$ cat config.mk
export PLATFORM = sky130hd
export DESIGN_NAME = timer_expiry_scheduler_core
export DESIGN_NICKNAME = d
export VERILOG_FILES = /design/src/hw/rtl/tes_pkg.sv /design/src/hw/rtl/timer_expiry_scheduler_core.sv /design/src/hw/rtl/tes_rem.sv /design/src/hw/rtl/tes_datapath.sv /design/src/hw/rtl/tes_ctrl.sv
export SDC_FILE = /design/constraint.sdc
export NUM_CORES = 2
export LEC_CHECK = 0
export ABC_CLOCK_PERIOD_IN_PS = 17300
export BUFFER_PORTS_ARGS = -buffer_cell sky130_fd_sc_hd__buf_2
export CAP_MARGIN = 20
export CORE_ASPECT_RATIO = 2
export CORE_MARGIN = 2
export CORE_UTILIZATION = 60
export DETAILED_ROUTE_END_ITERATION = 16
export PLACE_DENSITY = 0.77
export SETUP_SLACK_MARGIN = 0.02
export SYNTH_ARGS = -nofsm -noshare
export SYNTH_HDL_FRONTEND = slang
export SYNTH_SLANG_ARGS = --single-unit
$ cat constraint.sdc
create_clock -name clk_i -period 17.3 [get_ports clk_i]
set_clock_uncertainty 0.2 [all_clocks]
set_input_delay 3.46 -clock clk_i [delete_from_list [all_inputs] [get_ports clk_i]]
set_output_delay 3.46 -clock clk_i [all_outputs]
set_load 0.05 [all_outputs]
$ cat src/hw/rtl/tes_pkg.sv
`timescale 1ns / 1ps

package tes_pkg;

  localparam int unsigned TIME_W = 48;
  localparam int unsigned ID_W = 32;
  localparam int unsigned TICKS_W = 24;
  localparam int unsigned DELAY_W = 32;
  localparam int unsigned MAX_RESULTS = 16;
  localparam int unsigned RES_IDX_W = 4;
  localparam int unsigned RES_CNT_W = 5;
  localparam int unsigned DIV_CNT_W = 6;
  localparam logic [DELAY_W-1:0] DELAY_SAT = 32'h7FFF_FFFF;

  typedef enum logic [1:0] {
    CMD_ADD    = 2'd0,
    CMD_CANCEL = 2'd1,
    CMD_TICK   = 2'd2,
    CMD_QUERY  = 2'd3
  } cmd_e;

  typedef enum logic [2:0] {
    KIND_ADDED    = 3'd0,
    KIND_FULL     = 3'd1,
    KIND_CANCELED = 3'd2,
    KIND_FIRED    = 3'd3,
    KIND_DELAY    = 3'd4
  } kind_e;

  typedef enum logic [3:0] {
    ST_IDLE,
    ST_ADD,
    ST_SCAN_ADDR,
    ST_SCAN_EVAL,
    ST_SCAN_DONE,
    ST_REARM,
    ST_REARM_WAIT,
    ST_REARM_WR,
    ST_EMIT
  } state_e;

  typedef struct packed {
    logic latch_in;
    logic scan_start;
    logic scan_next;
    logic scan_eval;
    logic add_exec;
    logic query_fin;
    logic fire_push;
    logic rearm_start;
    logic rearm_write;
    logic emit_load;
  } dp_cmd_t;

  typedef struct packed {
    cmd_e cmd;
    logic idx_last;
    logic best_found;
    logic best_periodic;
    logic res_full;
    logic res_empty;
    logic rem_ready;
    logic emit_last;
  } dp_sts_t;

endpackage

$ cat src/hw/rtl/timer_expiry_scheduler_core.sv
`timescale 1ns / 1ps

// Table of one-shot and periodic timers on a 48-bit tick counter. Each item is
// an add, cancel, tick or query command; add, cancel and query give one result
// item, a tick gives one fire item per due timer (at most 16, earliest first).
// Cancel, tick and query commands walk the timer table one slot at a time
// through the slot memory read port, an address state and an evaluate state
// per slot; add writes the lowest free slot without a walk. A tick rescans
// the table after each fire. Re-arming a periodic timer passes through the
// REARM, REARM_WAIT and REARM_WR states, and when the timer is late by a
// whole period or more the bit-serial remainder step runs in REARM_WAIT.
// Results are delivered one per cycle while the output is not stalled.
module timer_expiry_scheduler_core import tes_pkg::*; #(
  parameter int unsigned TIMER_SLOTS = 16
) (
  input  logic                      clk_i,
  input  logic                      rst_ni,
  input  logic                      in_valid_i,
  output logic                      in_stall_o,
  input  logic [1:0]                command_i,
  input  logic [TICKS_W-1:0]        delay_ticks_i,
  input  logic [TICKS_W-1:0]        interval_ticks_i,
  input  logic [ID_W-1:0]           cancel_id_i,
  output logic                      out_valid_o,
  input  logic                      out_stall_i,
  output logic [2:0]                kind_o,
  output logic [ID_W-1:0]           result_id_o,
  output logic signed [DELAY_W-1:0] next_delay_o,
  output logic                      any_active_o,
  output logic                      last_o,
  input  logic                      cfg_valid_i,
  output logic                      cfg_ready_o,
  input  logic signed [DELAY_W-1:0] cfg_data_i
);

  localparam int unsigned SLOT_W = (TIMER_SLOTS > 1) ? $clog2(TIMER_SLOTS) : 1;

  dp_cmd_t ctl;
  dp_sts_t sts;

  assign cfg_ready_o = 1'b1;

  tes_ctrl u_ctrl (
    .clk_i       (clk_i),
    .rst_ni      (rst_ni),
    .in_valid_i  (in_valid_i),
    .command_i   (command_i),
    .in_stall_o  (in_stall_o),
    .out_valid_o (out_valid_o),
    .out_stall_i (out_stall_i),
    .sts_i       (sts),
    .ctl_o       (ctl)
  );

  tes_datapath #(
    .TIMER_SLOTS (TIMER_SLOTS),
    .SLOT_W      (SLOT_W)
  ) u_dp (
    .clk_i            (clk_i),
    .rst_ni           (rst_ni),
    .ctl_i            (ctl),
    .sts_o            (sts),
    .command_i        (command_i),
    .delay_ticks_i    (delay_ticks_i),
    .interval_ticks_i (interval_ticks_i),
    .cancel_id_i      (cancel_id_i),
    .cfg_valid_i      (cfg_valid_i),
    .cfg_data_i       (cfg_data_i),
    .kind_o           (kind_o),
    .result_id_o      (result_id_o),
    .next_delay_o     (next_delay_o),
    .any_active_o     (any_active_o),
    .last_o           (last_o)
  );

endmodule

$ cat src/hw/rtl/tes_rem.sv
`timescale 1ns / 1ps

module tes_rem import tes_pkg::*; (
  input  logic               clk_i,
  input  logic               rst_ni,
  input  logic               start_i,
  input  logic [TIME_W-1:0]  dividend_i,
  input  logic [TICKS_W-1:0] divisor_i,
  output logic               done_o,
  output logic [TICKS_W-1:0] rem_o
);

  logic               busy_q, busy_d;
  logic               done_q, done_d;
  logic [DIV_CNT_W-1:0] cnt_q, cnt_d;
  logic [TIME_W-1:0]  quo_q, quo_d;
  logic [TICKS_W-1:0] rem_q, rem_d;
  logic [TICKS_W-1:0] div_q, div_d;
  logic [TICKS_W:0]   trial;

  always_comb begin
    busy_d = busy_q;
    done_d = 1'b0;
    cnt_d  = cnt_q;
    quo_d  = quo_q;
    rem_d  = rem_q;
    div_d  = div_q;
    trial  = {rem_q, quo_q[TIME_W-1]};
    if (start_i) begin
      busy_d = 1'b1;
      cnt_d  = DIV_CNT_W'(TIME_W - 1);
      quo_d  = dividend_i;
      rem_d  = '0;
      div_d  = divisor_i;
    end else if (busy_q) begin
      if (trial >= {1'b0, div_q}) begin
        rem_d = TICKS_W'(trial - {1'b0, div_q});
      end else begin
        rem_d = trial[TICKS_W-1:0];
      end
      quo_d = {quo_q[TIME_W-2:0], 1'b0};
      cnt_d = cnt_q - 1'b1;
      if (cnt_q == '0) begin
        busy_d = 1'b0;
        done_d = 1'b1;
      end
    end
  end

  always_ff @(posedge clk_i or negedge rst_ni) begin
    if (!rst_ni) begin
      busy_q <= 1'b0;
      done_q <= 1'b0;
      cnt_q  <= '0;
    end else begin
      busy_q <= busy_d;
      done_q <= done_d;
      cnt_q  <= cnt_d;
    end
  end

  always_ff @(posedge clk_i) begin
    quo_q <= quo_d;
    rem_q <= rem_d;
    div_q <= div_d;
  end

  assign done_o = done_q;
  assign rem_o  = rem_q;

endmodule

$ cat src/hw/rtl/tes_datapath.sv
`timescale 1ns / 1ps

module tes_datapath import tes_pkg::*; #(
  parameter int unsigned TIMER_SLOTS = 16,
  parameter int unsigned SLOT_W = 4
) (
  input  logic                      clk_i,
  input  logic                      rst_ni,
  input  dp_cmd_t                   ctl_i,
  output dp_sts_t                   sts_o,
  input  logic [1:0]                command_i,
  input  logic [TICKS_W-1:0]        delay_ticks_i,
  input  logic [TICKS_W-1:0]        interval_ticks_i,
  input  logic [ID_W-1:0]           cancel_id_i,
  input  logic                      cfg_valid_i,
  input  logic signed [DELAY_W-1:0] cfg_data_i,
  output logic [2:0]                kind_o,
  output logic [ID_W-1:0]           result_id_o,
  output logic signed [DELAY_W-1:0] next_delay_o,
  output logic                      any_active_o,
  output logic                      last_o
);

  cmd_e                  cmd_q;
  logic [TICKS_W-1:0]    delay_q;
  logic [TICKS_W-1:0]    interval_q;
  logic [ID_W-1:0]       tid_q;
  logic [TIME_W-1:0]     now_q;
  logic [ID_W-1:0]       next_id_q;
  logic [DELAY_W-1:0]    dflt_q;
  logic [TIMER_SLOTS-1:0] valid_q, valid_d;
  logic [SLOT_W-1:0]     idx_q;
  logic                  best_found_q;
  logic [SLOT_W-1:0]     best_idx_q;
  logic [TIME_W-1:0]     best_exp_q;
  logic [ID_W-1:0]       best_id_q;
  logic [TICKS_W-1:0]    best_per_q;
  logic [ID_W-1:0]       res_ids_q [MAX_RESULTS];
  logic [RES_CNT_W-1:0]  res_n_q;
  kind_e                 res_kind_q;
  logic [DELAY_W-1:0]    res_delay_q;
  logic [RES_IDX_W-1:0]  emit_k_q;
  logic [TICKS_W-1:0]    rem_q;
  logic                  rem_ready_q;

  logic [ID_W-1:0]       mem_id  [TIMER_SLOTS];
  logic [TIME_W-1:0]     mem_exp [TIMER_SLOTS];
  logic [TICKS_W-1:0]    mem_per [TIMER_SLOTS];
  logic [ID_W-1:0]       rd_id_q;
  logic [TIME_W-1:0]     rd_exp_q;
  logic [TICKS_W-1:0]    rd_per_q;

  logic                  free_found;
  logic [SLOT_W-1:0]     free_idx;
  logic                  cand;
  logic                  take;
  logic [TIME_W-1:0]     ahead;
  logic [DELAY_W-1:0]    query_d;
  logic [TIME_W-1:0]     late;
  logic                  late_small;
  logic                  div_done;
  logic [TICKS_W-1:0]    div_rem;
  logic [TIME_W-1:0]     rearm_exp;
  logic                  mem_we;
  logic                  mem_full_we;
  logic [SLOT_W-1:0]     mem_waddr;
  logic [TIME_W-1:0]     mem_wexp;

  always_comb begin
    free_found = 1'b0;
    free_idx   = '0;
    for (int i = TIMER_SLOTS - 1; i >= 0; i--) begin
      if (!valid_q[i]) begin
        free_found = 1'b1;
        free_idx   = SLOT_W'(i);
      end
    end
  end

  always_comb begin
    if (cmd_q == CMD_TICK) begin
      cand = valid_q[idx_q] && (rd_exp_q <= now_q);
    end else begin
      cand = valid_q[idx_q];
    end
    take = cand && (!best_found_q || (rd_exp_q < best_exp_q));
  end

  always_comb begin
    ahead = best_exp_q - now_q;
    if (!best_found_q) begin
      query_d = dflt_q;
    end else if (best_exp_q <= now_q) begin
      query_d = DELAY_W'(1);
    end else if (ahead > {{(TIME_W-DELAY_W){1'b0}}, DELAY_SAT}) begin
      query_d = DELAY_SAT;
    end else begin
      query_d = ahead[DELAY_W-1:0];
    end
  end

  assign late       = now_q - best_exp_q;
  assign late_small = late < {{(TIME_W-TICKS_W){1'b0}}, best_per_q};
  assign rearm_exp  = now_q - {{(TIME_W-TICKS_W){1'b0}}, rem_q}
                    + {{(TIME_W-TICKS_W){1'b0}}, best_per_q};

  tes_rem u_rem (
    .clk_i      (clk_i),
    .rst_ni     (rst_ni),
    .start_i    (ctl_i.rearm_start && !late_small),
    .dividend_i (late),
    .divisor_i  (best_per_q),
    .done_o     (div_done),
    .rem_o      (div_rem)
  );

  assign mem_full_we = ctl_i.add_exec && free_found;
  assign mem_we      = mem_full_we || ctl_i.rearm_write;
  assign mem_waddr   = ctl_i.rearm_write ? best_idx_q : free_idx;
  assign mem_wexp    = ctl_i.rearm_write ? rearm_exp
                     : now_q + {{(TIME_W-TICKS_W){1'b0}}, delay_q};

  always_ff @(posedge clk_i) begin
    if (mem_we) begin
      mem_exp[mem_waddr] <= mem_wexp;
    end
    if (mem_full_we) begin
      mem_id[mem_waddr]  <= next_id_q;
      mem_per[mem_waddr] <= interval_q;
    end
    rd_id_q  <= mem_id[idx_q];
    rd_exp_q <= mem_exp[idx_q];
    rd_per_q <= mem_per[idx_q];
  end

  always_comb begin
    valid_d = valid_q;
    if (mem_full_we) begin
      valid_d[free_idx] = 1'b1;
    end
    if (ctl_i.scan_eval && (cmd_q == CMD_CANCEL) && valid_q[idx_q] && (rd_id_q == tid_q)) begin
      valid_d[idx_q] = 1'b0;
    end
    if (ctl_i.fire_push && (best_per_q == '0)) begin
      valid_d[best_idx_q] = 1'b0;
    end
  end

  always_ff @(posedge clk_i or negedge rst_ni) begin
    if (!rst_ni) begin
      valid_q      <= '0;
      now_q        <= '0;
      next_id_q    <= ID_W'(1);
      dflt_q       <= '1;
      cmd_q        <= CMD_ADD;
      idx_q        <= '0;
      best_found_q <= 1'b0;
      res_n_q      <= '0;
      emit_k_q     <= '0;
      rem_ready_q  <= 1'b0;
    end else begin
      valid_q <= valid_d;
      if (cfg_valid_i) begin
        dflt_q <= cfg_data_i;
      end
      if (ctl_i.latch_in) begin
        cmd_q    <= cmd_e'(command_i);
        res_n_q  <= (cmd_e'(command_i) == CMD_CANCEL) ? RES_CNT_W'(1) : '0;
        emit_k_q <= '0;
        if (cmd_e'(command_i) == CMD_TICK) begin
          now_q <= now_q + TIME_W'(1);
        end
      end
      if (ctl_i.add_exec) begin
        res_n_q <= RES_CNT_W'(1);
        if (free_found) begin
          next_id_q <= next_id_q + ID_W'(1);
        end
      end
      if (ctl_i.query_fin) begin
        res_n_q <= RES_CNT_W'(1);
      end
      if (ctl_i.fire_push) begin
        res_n_q <= res_n_q + RES_CNT_W'(1);
      end
      if (ctl_i.scan_start) begin
        idx_q        <= '0;
        best_found_q <= 1'b0;
      end else begin
        if (ctl_i.scan_next) begin
          idx_q <= idx_q + SLOT_W'(1);
        end
        if (ctl_i.scan_eval && take) begin
          best_found_q <= 1'b1;
        end
      end
      if (ctl_i.rearm_start) begin
        rem_ready_q <= late_small;
      end else if (div_done) begin
        rem_ready_q <= 1'b1;
      end
      if (ctl_i.emit_load) begin
        emit_k_q <= emit_k_q + RES_IDX_W'(1);
      end
    end
  end

  always_ff @(posedge clk_i) begin
    if (ctl_i.latch_in) begin
      delay_q     <= delay_ticks_i;
      interval_q  <= interval_ticks_i;
      tid_q       <= cancel_id_i;
      res_delay_q <= '0;
      unique case (cmd_e'(command_i))
        CMD_CANCEL: begin
          res_kind_q   <= KIND_CANCELED;
          res_ids_q[0] <= cancel_id_i;
        end
        CMD_TICK:   res_kind_q <= KIND_FIRED;
        default:    res_kind_q <= KIND_DELAY;
      endcase
    end
    if (ctl_i.add_exec) begin
      res_kind_q   <= free_found ? KIND_ADDED : KIND_FULL;
      res_ids_q[0] <= free_found ? next_id_q : '0;
    end
    if (ctl_i.query_fin) begin
      res_kind_q   <= KIND_DELAY;
      res_ids_q[0] <= '0;
      res_delay_q  <= query_d;
    end
    if (ctl_i.fire_push) begin
      res_ids_q[res_n_q[RES_IDX_W-1:0]] <= best_id_q;
    end
    if (ctl_i.scan_eval && take) begin
      best_idx_q <= idx_q;
      best_exp_q <= rd_exp_q;
      best_id_q  <= rd_id_q;
      best_per_q <= rd_per_q;
    end
    if (!ctl_i.rearm_start && div_done) begin
      rem_q <= div_rem;
    end else if (ctl_i.rearm_start) begin
      rem_q <= late[TICKS_W-1:0];
    end
    if (ctl_i.emit_load) begin
      kind_o       <= res_kind_q;
      result_id_o  <= res_ids_q[emit_k_q];
      next_delay_o <= res_delay_q;
      any_active_o <= |valid_q;
      last_o       <= sts_o.emit_last;
    end
  end

  always_comb begin
    sts_o.cmd           = cmd_q;
    sts_o.idx_last      = (idx_q == SLOT_W'(TIMER_SLOTS - 1));
    sts_o.best_found    = best_found_q;
    sts_o.best_periodic = (best_per_q != '0);
    sts_o.res_full      = (res_n_q == RES_CNT_W'(MAX_RESULTS));
    sts_o.res_empty     = (res_n_q == '0);
    sts_o.rem_ready     = rem_ready_q;
    sts_o.emit_last     = ({1'b0, emit_k_q} + RES_CNT_W'(1) == res_n_q);
  end

endmodule

$ cat src/hw/rtl/tes_ctrl.sv
`timescale 1ns / 1ps

module tes_ctrl import tes_pkg::*; (
  input  logic       clk_i,
  input  logic       rst_ni,
  input  logic       in_valid_i,
  input  logic [1:0] command_i,
  output logic       in_stall_o,
  output logic       out_valid_o,
  input  logic       out_stall_i,
  input  dp_sts_t    sts_i,
  output dp_cmd_t    ctl_o
);

  state_e state_q, state_d;
  logic   out_valid_q, out_valid_d;
  logic   can_load;

  assign in_stall_o  = (state_q != ST_IDLE);
  assign out_valid_o = out_valid_q;
  assign can_load    = !out_valid_q || !out_stall_i;

  always_comb begin
    state_d = state_q;
    ctl_o   = '0;
    unique case (state_q)
      ST_IDLE: begin
        if (in_valid_i) begin
          ctl_o.latch_in   = 1'b1;
          ctl_o.scan_start = 1'b1;
          state_d = (cmd_e'(command_i) == CMD_ADD) ? ST_ADD : ST_SCAN_ADDR;
        end
      end
      ST_ADD: begin
        ctl_o.add_exec = 1'b1;
        state_d = ST_EMIT;
      end
      ST_SCAN_ADDR: state_d = ST_SCAN_EVAL;
      ST_SCAN_EVAL: begin
        ctl_o.scan_eval = 1'b1;
        if (sts_i.idx_last) begin
          state_d = ST_SCAN_DONE;
        end else begin
          ctl_o.scan_next = 1'b1;
          state_d = ST_SCAN_ADDR;
        end
      end
      ST_SCAN_DONE: begin
        unique case (sts_i.cmd)
          CMD_TICK: begin
            if (!sts_i.best_found || sts_i.res_full) begin
              state_d = sts_i.res_empty ? ST_IDLE : ST_EMIT;
            end else begin
              ctl_o.fire_push = 1'b1;
              if (sts_i.best_periodic) begin
                state_d = ST_REARM;
              end else begin
                ctl_o.scan_start = 1'b1;
                state_d = ST_SCAN_ADDR;
              end
            end
          end
          CMD_QUERY: begin
            ctl_o.query_fin = 1'b1;
            state_d = ST_EMIT;
          end
          default: state_d = ST_EMIT;
        endcase
      end
      ST_REARM: begin
        ctl_o.rearm_start = 1'b1;
        state_d = ST_REARM_WAIT;
      end
      ST_REARM_WAIT: begin
        if (sts_i.rem_ready) begin
          state_d = ST_REARM_WR;
        end
      end
      ST_REARM_WR: begin
        ctl_o.rearm_write = 1'b1;
        ctl_o.scan_start  = 1'b1;
        state_d = ST_SCAN_ADDR;
      end
      ST_EMIT: begin
        if (can_load) begin
          ctl_o.emit_load = 1'b1;
          if (sts_i.emit_last) begin
            state_d = ST_IDLE;
          end
        end
      end
      default: state_d = ST_IDLE;
    endcase
  end

  always_comb begin
    if (ctl_o.emit_load) begin
      out_valid_d = 1'b1;
    end else begin
      out_valid_d = out_valid_q && out_stall_i;
    end
  end

  always_ff @(posedge clk_i or negedge rst_ni) begin
    if (!rst_ni) begin
      state_q     <= ST_IDLE;
      out_valid_q <= 1'b0;
    end else begin
      state_q     <= state_d;
      out_valid_q <= out_valid_d;
    end
  end

endmodule

---- Yosys cells after proc, flatten, opt, wreduce, memory -nomap -nowiden ----
Memories as Yosys holds them, arrays and structs flattened. A register that Yosys moved wholly into a read port is not among the register bits.
Index checks and enable logic that the tools add are counted.
cells by class
  mux-type cells .......................... 129
  bitwise operators ....................... 7
  equal/unequal tests ..................... 21
  reductions and logical operators ........ 44
  magnitude comparators ................... 12
  add/sub/neg operators ................... 13
operators by type and width
  operator                                                                           number
  32-bit two-way mux                                                                 9
  48-bit two-way mux                                                                 3
  4-bit two-way mux                                                                  29
  48-bit by 24-bit adder with 48-bit output                                          2
  48-bit <= comparator                                                               2
  48-bit subtractor                                                                  2
  24-bit two-way mux                                                                 3
  1-bit two-way mux                                                                  61
  48-bit by 1-bit adder with 48-bit output, second input constant                    1
  48-bit by 31-bit greater-than comparator with 1-bit output, second input constant  1
  48-bit by 24-bit < comparator with 1-bit output                                    1
  48-bit < comparator                                                                1
  16-bit two-way mux                                                                 3
  48-bit by 24-bit subtractor with 48-bit output                                     1
  4-bit case mux with 9 select lines                                                 1
  32-bit by 1-bit adder with 32-bit output, second input constant                    1
  16-bit AND                                                                         2
  32-bit equality test                                                               1
  16-bit inverter                                                                    2
  32-bit OR reduction                                                                1
  25-bit by 24-bit greater-or-equal comparator with 1-bit output                     1
  24-bit zero test                                                                   1
  24-bit nonzero test                                                                1
  24-bit subtractor                                                                  1
  38 further kinds                                                                   95
storage, ports and cells
  output and inout bits ................... 72
  flip-flop bits (word level) ............. 538
  RAM bits ................................ 2176
  logic and storage cells ................. 262
  memories ................................ 4
memories
  memory          depth  bits a word  rd ports  clocked after memory_dff  write ports  line                RTL
  u_dp.mem_exp    16     48           1         1                         1            tes_datapath.sv:47  logic [TIME_W-1:0] mem_exp [TIMER_SLOTS];
  u_dp.mem_id     16     32           1         1                         1            tes_datapath.sv:46  logic [ID_W-1:0] mem_id [TIMER_SLOTS];
  u_dp.res_ids_q  16     32           1         1                         1            tes_datapath.sv:38  logic [ID_W-1:0] res_ids_q [MAX_RESULTS];
  u_dp.mem_per    16     24           1         1                         1            tes_datapath.sv:48  logic [TICKS_W-1:0] mem_per [TIMER_SLOTS];

---- Logic depth before layout (Yosys ltp) ----
  word-level depth ........................ 26
  gate-level depth with buffers ........... 26
  depth with buffers taken out ............ 24

---- Hierarchy ----
From an unflattened synthesis, not the netlist that was laid out.
unflattened totals
  cell total of the unflattened synthesis .. 7217
  area total of the unflattened synthesis .. 122209.7 sq um
by module, submodules not included
  module                       seq. area each (sq um)  area an instance (sq um)  times used  cells each
  tes_datapath                 80553.5                 116212.7                  1           6684
  tes_rem                      2842.7                  5552.8                    1           473
  tes_ctrl                     125.1                   432.9                     1           58
  timer_expiry_scheduler_core  0.0                     11.3                      1           2

---- Worst setup path after synthesis ----
No wires, ideal clock.
  path type ............................... reg-to-reg
  start ................................... register u_dp.now_q[1]
  end ..................................... register u_dp.best_exp_q[0], enable pin
  data arrival time ....................... 7674 ps
  clock period less this slack ............ 8485 ps
  path slack .............................. 8815 ps
  library setup time ...................... 611 ps
  data required time ...................... 16489 ps
  stages on the path, launching flop included .. 15
  cell sequence ........................... dfrtp_1 > inv_1 > ha_1 > nor2b_1 > o21a_1 > o21a_1 > o21a_1 > o21a_1 > o21a_1 > o21a_1 > o21ai_0 > nand2_1 > o31ai_1 > nand2_1 > a21oi_1
on the way
  word-level cells in the longest chain between the ends .. 5
ends and longest elaborated chain
  element                   line                 RTL
  start: declaration        tes_datapath.sv:28   logic [TIME_W-1:0] now_q;
  start signal: assignment  tes_datapath.sv:171  now_q <= now_q + TIME_W'(1);
  48-bit <= comparator      tes_datapath.sv:82   cand = valid_q[idx_q] && (rd_exp_q <= now_q);
  1-bit logical AND         tes_datapath.sv:82
  1-bit two-way mux         tes_datapath.sv:81   if (cmd_q == CMD_TICK) begin
  1-bit logical AND         tes_datapath.sv:86   take = cand && (!best_found_q || (rd_exp_q < best_exp_q));
  1-bit logical AND         tes_datapath.sv:235  if (ctl_i.scan_eval && take) begin
  end signal: assignment    tes_datapath.sv:237  best_exp_q <= rd_exp_q;
  end: declaration          tes_datapath.sv:35   logic [TIME_W-1:0] best_exp_q;
No other way between the ends.
A chain may end at the register's enable or synchronous reset.

---- Final worst setup path ----
  start ................................... register u_dp.now_q[0]
  end ..................................... register u_dp.u_rem.quo_q[11], data pin
on the way
  word-level cells in the longest chain between the ends .. 5
ends and longest elaborated chain
  element                                          line                 RTL
  48-bit subtractor *                              tes_datapath.sv:102  assign late = now_q - best_exp_q;
  48-bit by 24-bit < comparator with 1-bit output  tes_datapath.sv:103  assign late_small = late < {{(TIME_W-TICKS_W){1'b0}}, best_per_q};
  1-bit zero test                                  tes_datapath.sv:110  .start_i (ctl_i.rearm_start && !late_small),
  1-bit logical AND                                tes_datapath.sv:110
  48-bit two-way mux *                             tes_rem.sv:29        if (start_i) begin
  net u_dp.u_rem.quo_d[11]                         tes_rem.sv:16        logic [TIME_W-1:0] quo_q, quo_d;
  end signal: assignment                           tes_rem.sv:63        quo_q <= quo_d;
  end: declaration                                 tes_rem.sv:16
Mark *: on every way through the listed nets, which the timed path passes. The rest lies on a longest branch.

==> run_results.csv <==
group,metric,value,unit
status,status,"complete, no violations",
cells_and_area,final_cells,10200,
pwr,p_int,10.7,mW
drt,wirelength,328000,um
placed_design,dp.cells,9767,
pwr,switching_share,21.2,%
critical_path,crit_required,17.74,ns
logic_synthesis,synthArstFlopShare,5.54,%
pwr,leakage,45.0,nW
global_route,grt.busiest_layer,"met2",
cells_and_area,layout.nets,7928,
placed_design,port_buffers,189,
logic_synthesis,syn_area_per_cell,17.0,um^2
sta,fmax,129,MHz
clock_tree,post_cts_buffers,0,
global_route,use_met3,4.69,%
worst_hold_path,hold_class,"reg2reg",
sta,max-slew-margin-rel,10.1,%
floorplan,start_util,60.4,%
run,maxCapViolCount,0,
logic_synthesis,syn_area,0.121,mm^2
clock_tree,cts_buffers,234,
cells_and_area,fillers,13100,
logic_synthesis,ys_top_cells_by_area,"edfxtp_1 63%, mux4_2 11%, ha_1 3.6%, dfrtp_1 2.6%, dfxtp_1 2.2%",
sta,worst_pin_slew,1.35,ns
logic_synthesis,synth_top_area_share,63.3,%
logic_synthesis,post-synth-top-count-cell,"edfxtp_1",
drt,wire_per_inst,32.0,um
logic_synthesis,yosysTopAreaCell,"edfxtp_1",
sta,period_share,44.7,%
floorplan,rows,233,
sta,setup_viol,0,
clock_tree,path_clk_slew,0.07,ns
drt,drc,0,
global_route,grt_max_degree,117,
logic_synthesis,syn_nets,7624,
drt,drt_iter0_markers,7923,
placed_design,place_congestion,1.00,
logic_synthesis,synth_common_cells,"2561 x edfxtp_1, 589 x mux4_2, 345 x ha_1",
critical_path,worstPathMaxFanout,57,
sta,hold_viol,0,
logic_synthesis,ys_warn_count,0,
logic_synthesis,synth_cell_type_count,87,
global_route,use_met2,54.9,%
sta,slew_violations,0,
clock_tree,h-tree-depth,4,
floorplan,dieArea,0.206,mm^2
critical_path,arrival,8.18,ns
critical_path,critPathKind,"reg2reg",
drt,ant_nets,0,
clock_tree,cts_buffer_depth,4,
pwr,power_switching,2.89,mW
sta,grt_setup_unrepaired,"false",
pwr,combPwrFrac,4.2,%
sta,setup_tns,0,ns
logic_synthesis,ys.flop_type,"edfxtp_1",
global_route,grt-ovfl-total,0,
clock_tree,cts_resized,0,
drt,vias,68500,
floorplan,die_h,640,um
logic_synthesis,synth_seq_cells,2850,
pwr,power_density,102,mW/mm^2
cells_and_area,drive_gt1_share,20.4,%
floorplan,io_pins,191,
floorplan,core_area,0.201,mm^2
pwr,p_clk_share,40.7,%
worst_hold_path,min_path_cells,0,
placed_design,place_hpwl,205000,um
global_route,antenna_found_initial,20,
global_route,grt_use_total,31.9,%
logic_synthesis,yosysSeqAreaShare,68.8,%
pwr,ir_drop,96.9,uV
global_route,grt_pass1_wl,472000,um
floorplan,fp.dieW,322,um
sta,period_needed,7.73,ns
critical_path,crit_path_start_kind,"flip-flop",
clock_tree,cts.sinks,2850,
global_route,grt_util_met1,39.2,%
clock_tree,clock-root-buffer,"clkbuf_16",
cells_and_area,syn2layout_area_growth,10.6,%
pwr,p_seq_share,55.1,%
critical_path,critPathCaptureType,"flip-flop",
logic_synthesis,synth_edf_count,2561,
critical_path,reg2reg_depth,23,
clock_tree,holdBufCountCts,0,
logic_synthesis,syn_inst,7132,
global_route,grt_pass1_vias,69800,
clock_tree,cts_tree,"built",
clock_tree,clock_latency,0.95,ns
drt,dr.pass1.iters,9,
drt,vias_per_cell,6.70,
layer usage:
layer	wire length (um)	part of all wire, %
met2	168000	51
met4	19000	5.8
met3	25600	7.8
met1	115000	35
met5	76	0.023
worst max-delay path: stages (launching register included):
cell and delay (ns):
dfrtp_1 0.46, inv_1 0.14, ha_1 0.20, inv_1 0.06, fa_1 0.39, a21o_1 0.21
a2bb2oi_2 0.20, a211oi_1 0.13, nor3_1 0.89, o21ai_0 0.29, xor2_1 0.29, ha_1 0.31
a211oi_1 0.23, a21oi_1 0.11, o21ai_0 0.17, nand2_1 0.06, or3_1 0.40, or4_1 0.51
or4_1 0.44, nor4_2 0.41, a21oi_4 0.31, buf_4 0.40, buf_16 0.25, mux2_4 0.33
through the flow:
| step | area, um^2 | setup WS [ns] | utilization [%] | total power [mW] | hold WS (ns) |
|---|---|---|---|---|---|
| after global routing | 134000 | 9.27 | 66.7 | 13.9 | 0.219 |
| after global placement | 126000 | 9.67 | 62.7 | 8.23 | 0.194 |
| after floorplan | 121000 | 8.81 | - | 8.05 | 0.186 |
| final | 134000 | 9.57 | 66.7 | 13.6 | 0.219 |
| after detailed placement | 126000 | 9.60 | 62.7 | 8.24 | 0.195 |
| after CTS | 134000 | 9.51 | 66.6 | 13.7 | 0.217 |
layout by cell type (no fill, tap or decap), types with 33 or more instances in the layout:
cell type,netlist,layout
ha_1,345,345
nand2b_1,57,57
nand4_1,73,73
nand3_1,90,89
nor2_1,265,225
clkbuf_1,196,35
nand2_1,311,310
nor3_1,55,48
dfxtp_1,131,131
a22oi_1,34,34
xor2_1,104,104
clkinv_1,1,33
clkbuf_16,0,236
mux2i_1,121,121
a21o_1,96,96
nor2b_1,69,68
a221oi_1,37,37
dfrtp_1,125,118
a211oi_1,41,41
buf_4,1,164
a21oi_1,332,329
o21a_1,37,37
mux2_2,88,88
o21ai_0,289,287
dfstp_2,33,33
inv_1,297,296
and3_1,39,37
clkinv_2,0,38
mux4_2,589,589
buf_2,27,191
nor4_1,38,36
edfxtp_1,2561,2561
xnor2_1,196,196
nor2_4,0,40
worst paths after layout:
check	start	endpoint	slack [ns]
min reg2reg	u_dp.rd_id_q[26]	u_dp.best_id_q[26]	0.22
min in group asynchronous	rst_ni	u_dp.now_q[34]	2.42
max	u_dp.now_q[0]	u_dp.u_rem.quo_q[11]	9.57
max in group asynchronous	rst_ni	u_dp.next_id_q[20]	12.70
max reg2reg	u_dp.now_q[0]	u_dp.u_rem.quo_q[11]	9.57
min	u_dp.rd_id_q[26]	u_dp.best_id_q[26]	0.22
logic make-up after synthesis:
kind of cell	Yosys count	share of synthesized area, %
DFF	2850	68.8
AOI/OAI and AO/OA	1116	5.77
and+or+nand+nor	1069	4.24
muxes	830	13.1
buffers and inverters	593	1.88
adders and majority gates	373	4.02
xor gates and xnor gates	300	2.16
other	1	0.00309
power by group through the flow:
stage	Sequential (mW)	Combinational, mW	Clock [mW]
after floorplan	7.74	0.314	0
after global placement	7.67	0.563	0
after detailed placement	7.67	0.576	0
after CTS	7.51	0.579	5.61
after global routing	7.52	0.615	5.82
final	7.51	0.578	5.54
state kept, by name, indices dropped and copies added, names as in the netlist, 32 cells and up:
name	count
u_dp.next_id_q	32
u_dp.best_exp_q	48
u_dp.best_id_q	32
u_dp.mem_per	384
u_dp.mem_exp	768
u_dp.rd_id_q	32
u_dp.result_id_o	32
u_dp.tid_q	32
u_dp.res_delay_q	32
u_dp.now_q	48
u_dp.rd_exp_q	48
u_dp.dflt_q	32
u_dp.res_ids_q	512
u_dp.mem_id	512
u_dp.u_rem.quo_q	48
u_dp.next_delay_o	32
layout make-up:
class / instances / area [um^2] / share of cell area [%]
timing repair buffer: 363 / 2330 / 1.73
tap: 2585 / 3230 / 2.41
inverter: 298 / 1120 / 0.836
clock buffer: 294 / 6350 / 4.73
multi-input combinational: 3689 / 36000 / 26.8
antenna: 14 / 35.0 / 0.0261
sequential: 2850 / 83500 / 62.2
clock inverter: 140 / 1610 / 1.20
No activity file was read; power rests on OpenSTA's default activity.
